**config.mk**
```make
export PLATFORM = sky130hd
export DESIGN_NAME = hpi_div
export DESIGN_NICKNAME = d
export VERILOG_FILES = /design/src/rtl/hpi_pkg.sv /design/src/rtl/hpi_div.sv
export SDC_FILE = /design/constraint.sdc
export NUM_CORES = 1
export LEC_CHECK = 0
export BUFFER_PORTS_ARGS = -buffer_cell sky130_fd_sc_hd__buf_2
export CAP_MARGIN = 20
export CORE_AREA = 2 2 288 361
export DETAILED_ROUTE_END_ITERATION = 12
export DIE_AREA = 0 0 290 363
export GPL_ROUTABILITY_DRIVEN = 0
export MAX_ROUTING_LAYER = met4
export SLEW_MARGIN = 10
export SYNTH_ARGS = -nofsm -noshare
export SYNTH_HDL_FRONTEND = slang
export SYNTH_SLANG_ARGS = --single-unit
```
**constraint.sdc**
```tcl
create_clock -name aclk -period 3.5 [get_ports aclk]
set_clock_uncertainty 0.05 [all_clocks]
set_input_delay 0.7 -clock aclk [delete_from_list [all_inputs] [get_ports aclk]]
set_output_delay 0.7 -clock aclk [all_outputs]
set_load 0.02 [all_outputs]
```
**src/rtl/hpi_pkg.sv**
```systemverilog
// hillshade pixel index package: widths, register indexes, shared types
// used by hpi_isqrt, hpi_div and hillshade_pixel_index_unit; no dependencies
package hpi_pkg;

    localparam int MAG_W    = 50;
    localparam int ROOT_W   = 25;
    localparam int NUM_W    = 36;
    localparam int QUO_W    = 10;
    localparam int INDEX_W  = 15;
    localparam int ADDR_W   = 5;

    localparam logic [2:0] REG_SUN_X        = 3'd0;
    localparam logic [2:0] REG_SUN_Y        = 3'd1;
    localparam logic [2:0] REG_SUN_Z        = 3'd2;
    localparam logic [2:0] REG_CONTRAST     = 3'd3;
    localparam logic [2:0] REG_HEIGHT_SHIFT = 3'd4;
    localparam logic [2:0] REG_PIXEL_SIZE   = 3'd5;
    localparam logic [2:0] REG_SHADING_ON   = 3'd6;

    localparam logic [14:0] WATER_INDEX = 15'(255 + 64 * 256);
    localparam logic [6:0]  SHADE_MID   = 7'd64;

    typedef struct packed {
        logic        skip;
        logic [14:0] base;
        logic [7:0]  level;
    } side_t;

endpackage

```
**src/rtl/hpi_div.sv**
```systemverilog
// pipelined signed divide by the root, truncating toward zero
// depends on hpi_pkg; quotient magnitude stays below 2**QUO_W
module hpi_div (
    input  logic                              aclk,
    input  logic                              aresetn,
    input  logic                              en,
    input  logic                              in_valid,
    input  logic signed [hpi_pkg::NUM_W-1:0]  in_num,
    input  logic [hpi_pkg::ROOT_W-1:0]        in_root,
    input  hpi_pkg::side_t                    in_side,
    output logic                              out_valid,
    output logic signed [hpi_pkg::QUO_W:0]    out_quo,
    output hpi_pkg::side_t                    out_side
);

    localparam int N  = hpi_pkg::QUO_W;
    localparam int AW = hpi_pkg::NUM_W;

    logic                          a_valid_reg;
    logic [AW-1:0]                 a_mag_reg;
    logic                          a_neg_reg;
    logic [hpi_pkg::ROOT_W-1:0]    a_root_reg;
    hpi_pkg::side_t                a_side_reg;
    logic [AW-1:0]                 a_mag_next;

    logic                          valid_reg [0:N-1];
    logic [AW-1:0]                 rem_reg   [0:N-1];
    logic [N-1:0]                  quo_reg   [0:N-1];
    logic                          neg_reg   [0:N-1];
    logic [hpi_pkg::ROOT_W-1:0]    root_reg  [0:N-1];
    hpi_pkg::side_t                side_reg  [0:N-1];

    assign a_mag_next = in_num[AW-1] ? AW'(-in_num) : AW'(in_num);

    always_ff @(posedge aclk) begin
        if (!aresetn) begin
            a_valid_reg <= 1'b0;
        end else if (en) begin
            a_valid_reg <= in_valid;
        end
        if (en) begin
            a_mag_reg  <= a_mag_next;
            a_neg_reg  <= in_num[AW-1];
            a_root_reg <= in_root;
            a_side_reg <= in_side;
        end
    end

    genvar j;
    generate
        for (j = 0; j < N; j++) begin : g_stage
            logic                       v_prev;
            logic [AW-1:0]              rem_prev;
            logic [N-1:0]               quo_prev;
            logic                       neg_prev;
            logic [hpi_pkg::ROOT_W-1:0] root_prev;
            hpi_pkg::side_t             side_prev;
            logic [AW-1:0]              shifted;
            logic [AW-1:0]              rem_next;
            logic [N-1:0]               quo_next;

            if (j == 0) begin : g_first
                assign v_prev    = a_valid_reg;
                assign rem_prev  = a_mag_reg;
                assign quo_prev  = '0;
                assign neg_prev  = a_neg_reg;
                assign root_prev = a_root_reg;
                assign side_prev = a_side_reg;
            end else begin : g_next
                assign v_prev    = valid_reg[j-1];
                assign rem_prev  = rem_reg[j-1];
                assign quo_prev  = quo_reg[j-1];
                assign neg_prev  = neg_reg[j-1];
                assign root_prev = root_reg[j-1];
                assign side_prev = side_reg[j-1];
            end

            always_comb begin
                shifted  = AW'(root_prev) << (N - 1 - j);
                rem_next = rem_prev;
                quo_next = quo_prev;
                if (rem_prev >= shifted) begin
                    rem_next = rem_prev - shifted;
                    quo_next[N-1-j] = 1'b1;
                end
            end

            always_ff @(posedge aclk) begin
                if (!aresetn) begin
                    valid_reg[j] <= 1'b0;
                end else if (en) begin
                    valid_reg[j] <= v_prev;
                end
                if (en) begin
                    rem_reg[j]  <= rem_next;
                    quo_reg[j]  <= quo_next;
                    neg_reg[j]  <= neg_prev;
                    root_reg[j] <= root_prev;
                    side_reg[j] <= side_prev;
                end
            end
        end
    endgenerate

    assign out_valid = valid_reg[N-1];
    assign out_quo   = neg_reg[N-1] ? -$signed({1'b0, quo_reg[N-1]})
                                    : $signed({1'b0, quo_reg[N-1]});
    assign out_side  = side_reg[N-1];

endmodule

```
== Yosys cells after proc, flatten, opt, wreduce, memory -nomap -nowiden ==
Memory sizes are Yosys's and may differ from the RTL's.
Cells that the tools add are included.
Operators by class
  $add $sub $neg: 12
  $lt $le $gt $ge: 10
  mux-type cells: 37
  bitwise logic cells: 10
Operator list (count)
  $mux W36: 10
  $ge A36 B25 Y1: 1
  $ge A36 B26 Y1: 1
  $ge A36 B27 Y1: 1
  $ge A36 B28 Y1: 1
  $ge A36 B29 Y1: 1
  $ge A36 B30 Y1: 1
  $ge A36 B31 Y1: 1
  $ge A36 B32 Y1: 1
  $ge A36 B33 Y1: 1
  $ge A36 B34 Y1: 1
  $neg A36 Y36: 1
  $sub A36 B25 Y36: 1
  $sub A36 B26 Y36: 1
  $sub A36 B27 Y36: 1
  $sub A36 B28 Y36: 1
  $sub A36 B29 Y36: 1
  $sub A36 B30 Y36: 1
  $sub A36 B31 Y36: 1
  $sub A36 B32 Y36: 1
  $sub A36 B33 Y36: 1
  $sub A36 B34 Y36: 1
  $mux W35: 1
  $mux W1: 25
  other kinds (3): 12
Word-level totals
  flip-flop bits (word level): 87
  memory bits (writable): 970
  output and inout port bits: 36
  logic and storage cells: 83
  memories: 6
Memories
  rem_reg: depth 10, width 36, rd ports 9, clocked after memory_dff 0, wr ports 10, RTL line hpi_div.sv:27  | logic [AW-1:0] rem_reg [0:N-1];
  root_reg: depth 10, width 25, rd ports 9, clocked after memory_dff 0, wr ports 10, RTL line hpi_div.sv:30  | logic [hpi_pkg::ROOT_W-1:0] root_reg [0:N-1];
  side_reg: depth 10, width 24, rd ports 10, clocked after memory_dff 0, wr ports 10, RTL line hpi_div.sv:31  | hpi_pkg::side_t side_reg [0:N-1];
  quo_reg: depth 10, width 10, rd ports 10, clocked after memory_dff 0, wr ports 10, RTL line hpi_div.sv:28  | logic [N-1:0] quo_reg [0:N-1];
  neg_reg: depth 10, width 1, rd ports 10, clocked after memory_dff 0, wr ports 10, RTL line hpi_div.sv:29  | logic neg_reg [0:N-1];
  valid_reg: depth 10, width 1, rd ports 10, clocked after memory_dff 0, wr ports 10, RTL line hpi_div.sv:26  | logic valid_reg [0:N-1];

== Longest topological paths before layout ==
  depth after elaboration: 4
  gate-level depth with buffers: 15
  mapped depth without buffers: 14

== Least setup slack after synthesis ==
No wires, ideal clock.
  path type: register to register
  from: memory rem_reg[0][10] (netlist name)
  to: memory rem_reg[1][11] (netlist name) (data pin)
  arrival time: 3.008 ns
  setup slack: 0.182 ns
  stages on the path, launching flop included: 12
  path buffers: 1
  period minus slack after synthesis: 3.318 ns
  path through: edfxtp_1 > ha_1 > nor2b_1 > o31a_1 > o31a_1 > o21ba_2 > a221o_1 > o21ai_1 > a21oi_1 > nor3b_2 > buf_2 > mux2_2
RTL lines (RTL line)
  start: declaration: hpi_div.sv:27

==> flow_summary_export.csv <==
group,metric,value,unit
grt,grt_pass1_wl,134000,µm
cts,clock_path_buffers,3,
finish,layout_common_cells,"edfxtp_1 (949), inv_1 (314), nand2_1 (310)",
yosys,syn_nets,3960,
cts,cts-root-buf,"clkbuf_16",
drt,vias,27592,
critical_path,crit_top_cell,"o31a_1",
placed_design,dp_hpwl,61200,µm
floorplanning,design.die.area,105000,µm²
critical_path,cpMaxStageDelayCell,"edfxtp_1",
floorplanning,start_util,44.8,%
grt,track_usage,16.2,%
critical_path,slowest_delay,380,ps
yosys,synthCells,3610,
cts,path_clk_slew,60,ps
finish,nets,4321,
sta,slew_viol_final,0,
critical_path,critPathKind,"flip-flop to flip-flop",
drt,routed_wl,83500,µm
power_and_ir_drop,p_per_area,740,nW/µm²
yosys,yosys.area_share.adder,7.31,%
finish,multi_input_area,15900,µm²
power_and_ir_drop,worst_ir_drop_vdd,0.460,mV
grt,grt_antenna_before_repair,0,
yosys,synthArstFlopShare,0,%
drt,drc,0,
flow_run,maxCapViolations,0,
yosys,yosys_warnings,0,
yosys,synth.avg_cell_area,12.6,µm²
yosys,synth_xor_area_share,5.36,%
drt,dr.first_iter.drc_count,1218,
hold_path,holdCritPathClass,"input pin to flip-flop",
grt,grt_start_max_net_pins,109,
placed_design,pre_cts_ws,-186,ps
sta,fin_crit,3420,ps
sta,max_freq,293,MHz
critical_path,cp-end-kind,"flip-flop",
yosys,synth_simple_gate_area_share,9.03,%
drt,drtAntennaViolNets,0,
yosys,synthMuxAreaShare,0.777,%
critical_path,crit_chain,"inv_1, ha_2, fa_2, nor2b_1, o31a_1, o31a_1, o21ba_4, a221o_1, o21ai_2, a21oi_2, nor3b_4, buf_12, mux2_2",
sta,tightest_slew,826,ps
critical_path,crit_required,3870,ps
cts,cts_made_buffers,96,
cts,cts_tree,"yes",
sta,relSlewSlack,43.5,%
floorplanning,core-area,102000,µm²
cts,clk_latency,680,ps
grt,grt_pass1_vias,27864,
finish,num-fill-cells,8634,
yosys,synth_top_family_by_area,"compound AO/OA/AOI/OAI gates",
sta,fin_crit_sh,97.6,%
critical_path,path_max_fanout,7,
finish,layout_commonest_cell,"edfxtp_1",
drt,drtPass1Iterations,5,
critical_path,cp-start-kind,"flip-flop",
finish,num_antenna_cells,0,
finish,largest_reg_flops,324,
drt,routedWlPerCell,15.5,µm
finish,regArea,28500,µm²
sta,finalSetupViolCount,0,
yosys,synth_cell_type_count,82,
finish,syn2layout_area_growth,16.2,%
yosys,seq_area_frac_synth,62.6,%
floorplanning,fp.dieH,363,µm
cts,cts_max_level,3,
yosys,synthFlopType,"edfxtp_1",
critical_path,critPathArrivalTime,3790,ps
yosys,synth_compound_area_share,11.7,%
placed_design,dp.cells,5191,
cts,cts_sinks,951,
drt,via_per_inst,5.13,
placed_design,buffer_ports.inserted,124,
yosys,synth-seq-cells,951,
sta,rsz0062_at_grt,"yes",
power_and_ir_drop,leakagePower,20.6,nW
yosys,syn_area,45600,µm²
finish,finalNonFillerCells,5382,
outcome,outcome,"finished clean",
grt,grt-ovfl-total,0,
finish,drive_above_1_share,14.9,%
sta,hold_viol_final,0,
floorplanning,ios,125,
floorplanning,die_w,290,µm
yosys,synth-edff-count,949,
floorplanning,rows,131,
sta,worst_slack,84.8,ps
path summary, 6_finish.rpt:
| kind | cells past startpoint | to | slack [ps] | startpoint |
|---|---|---|---|---|
| worst min-delay path | 1 | a_root_reg[20] | 150 | in_root[20] |
| worst max-delay path | 13 | rem_reg[1][12] | 80 | rem_reg[0][8] |
| worst max register to register | 13 | rem_reg[1][12] | 80 | rem_reg[0][8] |
| worst min register to register | 0 | quo_reg[9][9] | 360 | quo_reg[8][9] |
Yosys cell counts, drive strengths merged (14+ instances only):
cell type	number	area, µm²
nor2	151	567
nor3	42	210
o21bai	28	210
nand4	35	219
mux2	27	304
o31ai	26	195
nor4	37	253
nor2b	34	220
and2	14	87.6
a21oi	221	1110
a31oi	28	175
clkbuf	62	233
or3	25	171
ha	252	3150
or2	19	121
xnor2	158	1380
nand2b	40	250
edfxtp	949	28500
nand2	310	1160
xor2	121	1060
nand3	50	255
a211oi	22	165
and3	34	213
inv	315	1180
a21o	121	908
o21a	33	248
o21ai	280	1410
kinds of logic after synthesis:
logic type               count (synthesis)
flip-flops                             951
AO/OA/AOI/OAI                          865
AND/OR/NAND/NOR                        835
buffers and inverters                  387
XOR/XNOR                               279
adder cells (fa/ha/maj)                261
multiplexers                            32
cell type report:
type / count / share of cell area, %
clock buffer: 122 / 4.89
clock inverter: 57 / 1.06
inverter: 315 / 2.23
multi-input combinational: 2272 / 30.1
sequential: 951 / 53.9
tap: 1330 / 3.14
timing repair buffer: 335 / 4.73
routing by layer:
| metal | GRT usage, % | wire, µm | up-vias | part of all wire [%] |
|---|---|---|---|---|
| met1 | 16.9 | 33100 | 12785 | 40 |
| met4 | 8.75 | 3880 | 0 | 4.6 |
| li1 | - | - | 14083 | - |
| met2 | 29.7 | 43800 | 504 | 53 |
| met5 | - | 0 | - | 0 |
| met3 | 2.22 | 2610 | 220 | 3.1 |
through the flow:
step                TNS, ps  hold WS [ps]  area [µm²]  power (W)  util, %
CTS                   -68.7          87.5       52600     0.0393     51.7
floorplan                 0           350       45600     0.0253        -
global route           -310           110       53000     0.0418     52.0
global placement       -224           350       49400     0.0288     48.5
detailed placement     -357           355       49400     0.0290     48.5
finish                    0           145       53000     0.0392     52.0
what timing repair did:
| action | 4_1_cts | 5_1_grt |
|---|---|---|
| pin swaps | 0 | 20 |
| gates resized for setup | 4 | 67 |
| hold buffers | 0 | 0 |
| gates cloned | 0 | 1 |
| setup buffers | 0 | 11 |
| setup endpoints to repair | 6 | 127 |
critical path: cells and delay by family, from the launching register on:
kind                     cells  cell delay, ps
AO/OA/AOI/OAI                6            1390
multiplexers                 1             330
adder cells (fa/ha/maj)      2             410
flip-flops                   1             380
buffers and inverters        2             240
AND/OR/NAND/NOR              2             370
where the power goes:
part | switching [W] | leakage [nW] | internal [W]
combinational | 0.00678 | 9.81 | 0.00584
sequential | 0.00113 | 9.25 | 0.0154
clock | 0.00426 | 1.52 | 0.00586
No activity file was read; power rests on OpenSTA's default activity.
