`config.mk`:
```
export PLATFORM = sky130hd
export DESIGN_NAME = hpi_isqrt
export DESIGN_NICKNAME = d
export VERILOG_FILES = /design/src/rtl/hpi_pkg.sv /design/src/rtl/hpi_isqrt.sv
export SDC_FILE = /design/constraint.sdc
export NUM_CORES = 2
export LEC_CHECK = 0
export ABC_AREA = 1
export BUFFER_PORTS_ARGS = -buffer_cell sky130_fd_sc_hd__buf_2
export CAP_MARGIN = 10
export CORE_MARGIN = 4
export CORE_UTILIZATION = 35
export DETAILED_ROUTE_END_ITERATION = 6
export GPL_ROUTABILITY_DRIVEN = 1
export PLACE_DENSITY = 0.47
export SLEW_MARGIN = 20
export SYNTH_ARGS = -nofsm -noshare
export SYNTH_HDL_FRONTEND = slang
export SYNTH_MEMORY_MAX_BITS = 65536
export SYNTH_SLANG_ARGS = --single-unit
```
`constraint.sdc`:
```
create_clock -name aclk -period 2.1 [get_ports aclk]
set_input_delay 0.525 -clock aclk [delete_from_list [all_inputs] [get_ports aclk]]
set_output_delay 0.525 -clock aclk [all_outputs]
set_load 0.01 [all_outputs]
```
`src/rtl/hpi_pkg.sv`:
```
// hillshade pixel index package: widths, register indexes, shared types
// used by hpi_isqrt, hpi_div and hillshade_pixel_index_unit; no dependencies
package hpi_pkg;

    localparam int MAG_W    = 50;
    localparam int ROOT_W   = 25;
    localparam int NUM_W    = 36;
    localparam int QUO_W    = 10;
    localparam int INDEX_W  = 15;
    localparam int ADDR_W   = 5;

    localparam logic [2:0] REG_SUN_X        = 3'd0;
    localparam logic [2:0] REG_SUN_Y        = 3'd1;
    localparam logic [2:0] REG_SUN_Z        = 3'd2;
    localparam logic [2:0] REG_CONTRAST     = 3'd3;
    localparam logic [2:0] REG_HEIGHT_SHIFT = 3'd4;
    localparam logic [2:0] REG_PIXEL_SIZE   = 3'd5;
    localparam logic [2:0] REG_SHADING_ON   = 3'd6;

    localparam logic [14:0] WATER_INDEX = 15'(255 + 64 * 256);
    localparam logic [6:0]  SHADE_MID   = 7'd64;

    typedef struct packed {
        logic        skip;
        logic [14:0] base;
        logic [7:0]  level;
    } side_t;

endpackage

```
`src/rtl/hpi_isqrt.sv`:
```
// pipelined floor square root, one result bit per stage
// depends on hpi_pkg; carries the word's sideband and numerator alongside
module hpi_isqrt (
    input  logic                              aclk,
    input  logic                              aresetn,
    input  logic                              en,
    input  logic                              in_valid,
    input  logic [hpi_pkg::MAG_W-1:0]         in_mag,
    input  hpi_pkg::side_t                    in_side,
    input  logic signed [hpi_pkg::NUM_W-1:0]  in_num,
    output logic                              out_valid,
    output logic [hpi_pkg::ROOT_W-1:0]        out_root,
    output hpi_pkg::side_t                    out_side,
    output logic signed [hpi_pkg::NUM_W-1:0]  out_num
);

    localparam int N = hpi_pkg::ROOT_W;
    localparam int RW = 29;

    logic                             valid_reg [0:N-1];
    logic [RW-1:0]                    rem_reg   [0:N-1];
    logic [N-1:0]                     root_reg  [0:N-1];
    logic [hpi_pkg::MAG_W-1:0]        mag_reg   [0:N-1];
    hpi_pkg::side_t                   side_reg  [0:N-1];
    logic signed [hpi_pkg::NUM_W-1:0] num_reg   [0:N-1];

    genvar j;
    generate
        for (j = 0; j < N; j++) begin : g_stage
            logic                             v_prev;
            logic [RW-1:0]                    rem_prev;
            logic [N-1:0]                     root_prev;
            logic [hpi_pkg::MAG_W-1:0]        mag_prev;
            hpi_pkg::side_t                   side_prev;
            logic signed [hpi_pkg::NUM_W-1:0] num_prev;
            logic [RW-1:0]                    rem_sh;
            logic [RW-1:0]                    trial;
            logic [RW-1:0]                    rem_next;
            logic [N-1:0]                     root_next;

            if (j == 0) begin : g_first
                assign v_prev    = in_valid;
                assign rem_prev  = '0;
                assign root_prev = '0;
                assign mag_prev  = in_mag;
                assign side_prev = in_side;
                assign num_prev  = in_num;
            end else begin : g_next
                assign v_prev    = valid_reg[j-1];
                assign rem_prev  = rem_reg[j-1];
                assign root_prev = root_reg[j-1];
                assign mag_prev  = mag_reg[j-1];
                assign side_prev = side_reg[j-1];
                assign num_prev  = num_reg[j-1];
            end

            always_comb begin
                rem_sh = {rem_prev[RW-3:0], mag_prev[hpi_pkg::MAG_W-1-2*j -: 2]};
                trial  = {2'b00, root_prev, 2'b01};
                if (rem_sh >= trial) begin
                    rem_next  = rem_sh - trial;
                    root_next = {root_prev[N-2:0], 1'b1};
                end else begin
                    rem_next  = rem_sh;
                    root_next = {root_prev[N-2:0], 1'b0};
                end
            end

            always_ff @(posedge aclk) begin
                if (!aresetn) begin
                    valid_reg[j] <= 1'b0;
                end else if (en) begin
                    valid_reg[j] <= v_prev;
                end
                if (en) begin
                    rem_reg[j]  <= rem_next;
                    root_reg[j] <= root_next;
                    mag_reg[j]  <= mag_prev;
                    side_reg[j] <= side_prev;
                    num_reg[j]  <= num_prev;
                end
            end
        end
    endgenerate

    assign out_valid = valid_reg[N-1];
    assign out_root  = root_reg[N-1];
    assign out_side  = side_reg[N-1];
    assign out_num   = num_reg[N-1];

endmodule

```
Word level (Yosys, flattened, before mapping)
Memory sizes are Yosys's and may differ from the RTL's.
Cells that the tools add are included.
{"block": "word_totals", "word_cells": 161, "ramBits": 4125, "register_bits": 0, "n_memories": 6, "latchBits": 0, "output_inout_bits": 86, "input_bits": 114, "rom_bits": 0}
{"memory": "mag_reg", "words": 25, "width": 50, "read_ports": 24, "rd_clocked_by_memory_dff": 0, "wr": 25, "line_no": "hpi_isqrt.sv:23", "source": "logic [hpi_pkg::MAG_W-1:0] mag_reg [0:N-1];"}
{"memory": "num_reg", "words": 25, "width": 36, "read_ports": 25, "rd_clocked_by_memory_dff": 0, "wr": 25, "line_no": "hpi_isqrt.sv:25", "source": "logic signed [hpi_pkg::NUM_W-1:0] num_reg [0:N-1];"}
{"memory": "rem_reg", "words": 25, "width": 29, "read_ports": 24, "rd_clocked_by_memory_dff": 0, "wr": 25, "line_no": "hpi_isqrt.sv:21", "source": "logic [RW-1:0] rem_reg [0:N-1];"}
{"memory": "root_reg", "words": 25, "width": 25, "read_ports": 25, "rd_clocked_by_memory_dff": 0, "wr": 25, "line_no": "hpi_isqrt.sv:22", "source": "logic [N-1:0] root_reg [0:N-1];"}
{"memory": "side_reg", "words": 25, "width": 24, "read_ports": 25, "rd_clocked_by_memory_dff": 0, "wr": 25, "line_no": "hpi_isqrt.sv:24", "source": "hpi_pkg::side_t side_reg [0:N-1];"}
{"memory": "valid_reg", "words": 25, "width": 1, "read_ports": 25, "rd_clocked_by_memory_dff": 0, "wr": 25, "line_no": "hpi_isqrt.sv:20", "source": "logic valid_reg [0:N-1];"}
{"block": "op_classes", "reduce_logical": 0, "n_mul": 0, "shift": 0, "div": 0, "order_cmp": 25, "n_addsub": 25, "bitwise_logic": 25, "eq_ne": 0, "mux": 80}
{"op": "$mux 29", "count": 25}
{"op": "$ge 29x27->1", "count": 24}
{"op": "$sub 29x27->29", "count": 24}
{"op": "$mux 1", "count": 55}
{"op": "$or 1x1->1", "count": 25}
{"op": "$sub 2x1->3 const B", "count": 1}
{"op": "$ge 2x1->1 const B", "count": 1}

Depth between registers and ports, before layout
{"block": "depth", "word_depth": 4, "ltp_mapped": 16, "ltp_nobuf": 15}

Worst setup path after synthesis
No wires, ideal clock.
{"block": "synth_timing", "path_kind": "reg2reg", "start": "memory rem_reg[10][10] (netlist: rem_reg[2][68])", "end": "memory rem_reg[11][0] (netlist: rem_reg[2][87]) (data pin)", "period_less_slack_ns": 2.009, "stages_incl_launch_ff": 8, "t_arrival_ns": 1.749, "setup_slack_ns": 0.091, "path_buffers": 1, "required_time_ns": 1.839, "setup_time_ns": 0.261, "cell_sequence": "edfxtp_1 -> ha_1 -> a21oi_1 -> nand2_1 -> a21oi_1 -> nand4_1 -> buf_4 -> xor2_1"}
{"item": "from (decl)", "line_no": "hpi_isqrt.sv:21"}

==> metrics list <==
- Synthesized area divided by synthesized cell count: 11.4 µm²
* RD Place Congestion: between 0.8 and 0.9
* Number of hold violations in the final report: 0
* Maximum clock rate: approximately 450 MHz
* Count of distinct cell types in the synthesized netlist: 57
* Post-layout net count: 15300
- Area inside the core boundary: 375000 µm²
- Yosys mapped a number of flops with a built-in enable equal to 3061.
- CP required: 2.71 ns
- Leakage power summed over all cells: about 77 nW
- The total overflow left after global routing is 0.
- Worst hold-check slack: 0.267 ns
- Max Root-Sink Buffers: 4
- The first global-routing pass estimated 516000 µm of wire.
- The worst register-to-register path begins at rem_reg[1][94]$_DFFE_PP_.
- Post-layout worst setup margin: -0.143 ns
- STA puts the critical path data arrival time at 2.86 ns.
- Between clock sinks in the finished design, the worst skew comes to 0.0506 ns.
* Starting density of the core: 0.351
* Clock tree root driver cell: clkbuf_16
- Summing over every cut layer, the via total after detailed routing is approximately 90000.
* Violated checks: negative setup slack
- Summed over all layers, the routed wires come to 340000 µm.
- The synthesized netlist occupies a cell area of 132000 µm².
- When the netlist entered floorplanning its net count stood at approximately 12000.
- Of the total power, the clock network draws 0.339.
* Y dimension of the die: 622 µm
- Pin count of the biggest net entering global routing: 85
- Final setup violation count: 324
- CTS tree: built
* Syn. warnings: 0
* Hold Path Cell Cnt: 2
- The number of antenna violations at the first check in global routing is 3.
- Clock-pin slew was measured on the worst setup and hold paths at 0.06 ns.
- Start point of the worst min-delay path: en
- Remaining design rule violation count: 0
- Number of placed I/O pins: 200
* 1st-pass router iterations: 7
* Area growth syn-to-layout: 38.8%
- In this design, the stage delay of the slowest critical-path cell is about 0.50 ns.
- Num Clock Sinks: 3062
- The path with the worst hold slack has its endpoint at mag_reg[0][174]$_DFFE_PP_.
- Of the synthesized area, sequential elements account for 0.698.
- The most used flip-flop cell after synthesis is edfxtp_1.
- In this run the worst hold path is classified as in2reg.
- The wire-length estimate of the detail-placed layout is 246000 µm.
- Fraction of synthesis flops using an asynchronous set or reset pin: 0
* Number of DRC markers in iteration 0: 4639
* Syn Inst Count: 11600
* Status: finished, violations left
- The number of pins exceeding their max-slew limit in the final report came to 0.
- Horizontal die dimension: ~620 µm
* Core Rows: 225
* Number of clock buffers inserted by TritonCTS: 335
- Power density over cell area: 915 nW/µm²
- Startpoint type of the worst setup path: flip-flop
* Number of flip-flops in the largest register: 900
- The critical path is of the reg2reg type.
- Clock insertion delay at the later pin of the skew report: 0.92 ns
* Portion of total power attributed to sequential cells: 0.455
- Routed wirelength normalized by instance count: between 15 and 20 µm
- Ordered cell list for the critical path: ha_4 -> buf_4 -> nand2_2 -> nor2_4 -> and2_4 -> nand2_4 -> nand4_4 -> clkinv_4 -> buf_12 -> buf_16 -> nand2_4 -> o21ai_4
- Along the worst path, the maximum fanout reaches 6.
* Number of levels in the clock H-tree: 5
* Global Route Usage Sum: 0.169
- Number of cell instances on the worst register-to-register path: 12
* Maximum VDD drop: between 0.9 and 1 mV
* Antenna-violating nets left: 0
- Final critical-path required period: 2.24 ns
- Number of flip-flops and latches in the synthesized netlist: approximately 3100
- Capture point of the worst reg-to-reg path: rem_reg[2][4]$_DFFE_PP_
- Of the cells placed in the final design, the portion with a size suffix greater than 1 is 0.359.
* Net switching power of the design: 45.4 mW
- In the finished design, the share of the clock period the worst path needs comes to 1.07.
* Die Footprint: 386000 µm²
- Maximum Capacitance Violations: 0
* Count of buffers inserted at the top-level ports: between 150 and 200
- Of the total power, the share spent switching nets is 0.271.
- Core occupancy in the finished layout: 0.487
- The slowest stage of the critical path is the edfxtp_1 cell.
- Dividing the detail-routed via count by the number of cells gives ~4.5.
- The internal portion of the total power is 122 mW.
* Setup repair after global routing missed its margin: yes
* Vias in the first global route: 90200
* Crit end category: flip-flop
- Register-to-register setup slack: -0.14 ns
- The share of total power dissipated in combinational logic is 0.206.
- Counting stages on the worst path, the most repeated cell is nand2_4.
## metal layers
layer	track usage	share of wire
met5	0	0.000026
met4	0.0455	0.027
met3	0.0175	0.028
met2	0.289	0.49
met1	0.228	0.46
## cells by family (layout without fill, tap and decap cells)
family                     count (synthesis)  after routing  synth area share
buffers and inverters                   1948           5426            0.0589
xor gates and xnor gates                 244            244            0.0162
AOI/OAI and AO/OA                        522            523            0.0220
DFF                                     3062           3062             0.698
adders and majority gates                352            352            0.0334
and+or+nand+nor                         5441           5442             0.172
other                                      1              3         0.0000285
## metrics by stage
stage          setup TNS, ns  power [mW]  cell area, µm²  setup WS (ns)  cells
2_1_floorplan              0        88.6          132000         0.0905  11600
3_3_place_gp         -130.86         104          155000         -0.713  18800
3_5_place_dp         -125.14         104          155000         -0.536  18800
4_1_cts               -13.02         166          175000         -0.111  19800
5_1_grt               -56.23         176          183000         -0.212  20000
6_report              -15.23         167          183000         -0.143  20000
## layout make-up
| type | count | area (µm²) |
|---|---|---|
| antenna | 2 | 5.00 |
| sequential | 3062 | 91900 |
| timing repair buffer | 2956 | 24500 |
| tap | 4994 | 6250 |
| fill | 34000 | 192000 |
| timing repair inverter | 7 | 116 |
| clock buffer | 406 | 8670 |
| clock inverter | 196 | 1980 |
| multi-input combinational | 6562 | 42300 |
| inverter | 1861 | 7170 |
## worst max path at each step
stage	endpoint	cells after the start	from
after floorplan	rem_reg[2][87]$_DFFE_PP_	7	rem_reg[2][68]$_DFFE_PP_
after global placement	rem_reg[1][55]$_DFFE_PP_	8	rem_reg[1][4]$_DFFE_PP_
after detailed placement	rem_reg[1][110]$_DFFE_PP_	12	root_reg[0][156]$_DFFE_PP_
after CTS	rem_reg[2][8]$_DFFE_PP_	12	rem_reg[1][94]$_DFFE_PP_
after global routing	rem_reg[5][103]$_DFFE_PP_	15	root_reg[1][172]$_DFFE_PP_
final	rem_reg[2][4]$_DFFE_PP_	12	rem_reg[1][94]$_DFFE_PP_
## placed cells by master, fill, tap and decap left out, drive strengths merged, types with 2 or more instances in the layout
cell type and count:
a21oi 347, and2 23, and3 10, buf 2827, bufinv 24, clkbuf 422, clkinv 162, clkinvlp 10
diode 2, dlygate4sd3 113, edfxtp 3061, ha 352, inv 1868, nand2 3546, nand3 609, nand3b 73
nand4 171, nor2 863, nor3 101, nor3b 5, nor4 2, o211ai 2, o21a 4, o21ai 160
o21bai 6, or2 36, xnor2 56, xor2 188
## critical path: cells and delay by family, from the launching register on
| kind | cells | cell delay (ns) |
|---|---|---|
| fa+ha+maj | 1 | 0.36 |
| compound gates | 1 | 0.06 |
| buf+inv | 4 | 0.50 |
| flops | 1 | 0.50 |
| simple gates | 6 | 0.54 |
## power groups by stage
| stage | Sequential (mW) | Combinational [mW] | Clock, mW |
|---|---|---|---|
| 6_report | 76.2 | 34.5 | 56.7 |
| 4_1_cts | 76.2 | 30.5 | 59.1 |
| 5_1_grt | 76.6 | 37.9 | 61.5 |
| 3_3_place_gp | 77.1 | 26.7 | 0 |
| 3_5_place_dp | 77.2 | 26.7 | 0 |
| 2_1_floorplan | 75.8 | 12.8 | 0 |
## synth_stat cells, drive strengths merged, types with 56 or more instances
cell type,n,area (µm²)
nand3b,73,548
nand2,3546,13400
nand3,609,3080
xnor2,56,490
a21oi,346,1950
inv,1860,7000
nand4,171,1080
ha,352,4400
o21ai,160,820
edfxtp,3061,91900
nor2,863,3420
nor3,100,536
xor2,188,1650
buf,84,746
## repair_timing
action                     in CTS  in global routing
pin swaps                     232                525
hold endpoints to repair      113                  0
setup endpoints to repair     592                593
gates resized for setup      1143               1530
gates cloned                   19                 21
hold buffers                  113                  0
setup buffers                 271                257
Note: power is estimated with default switching activity, not from simulation.
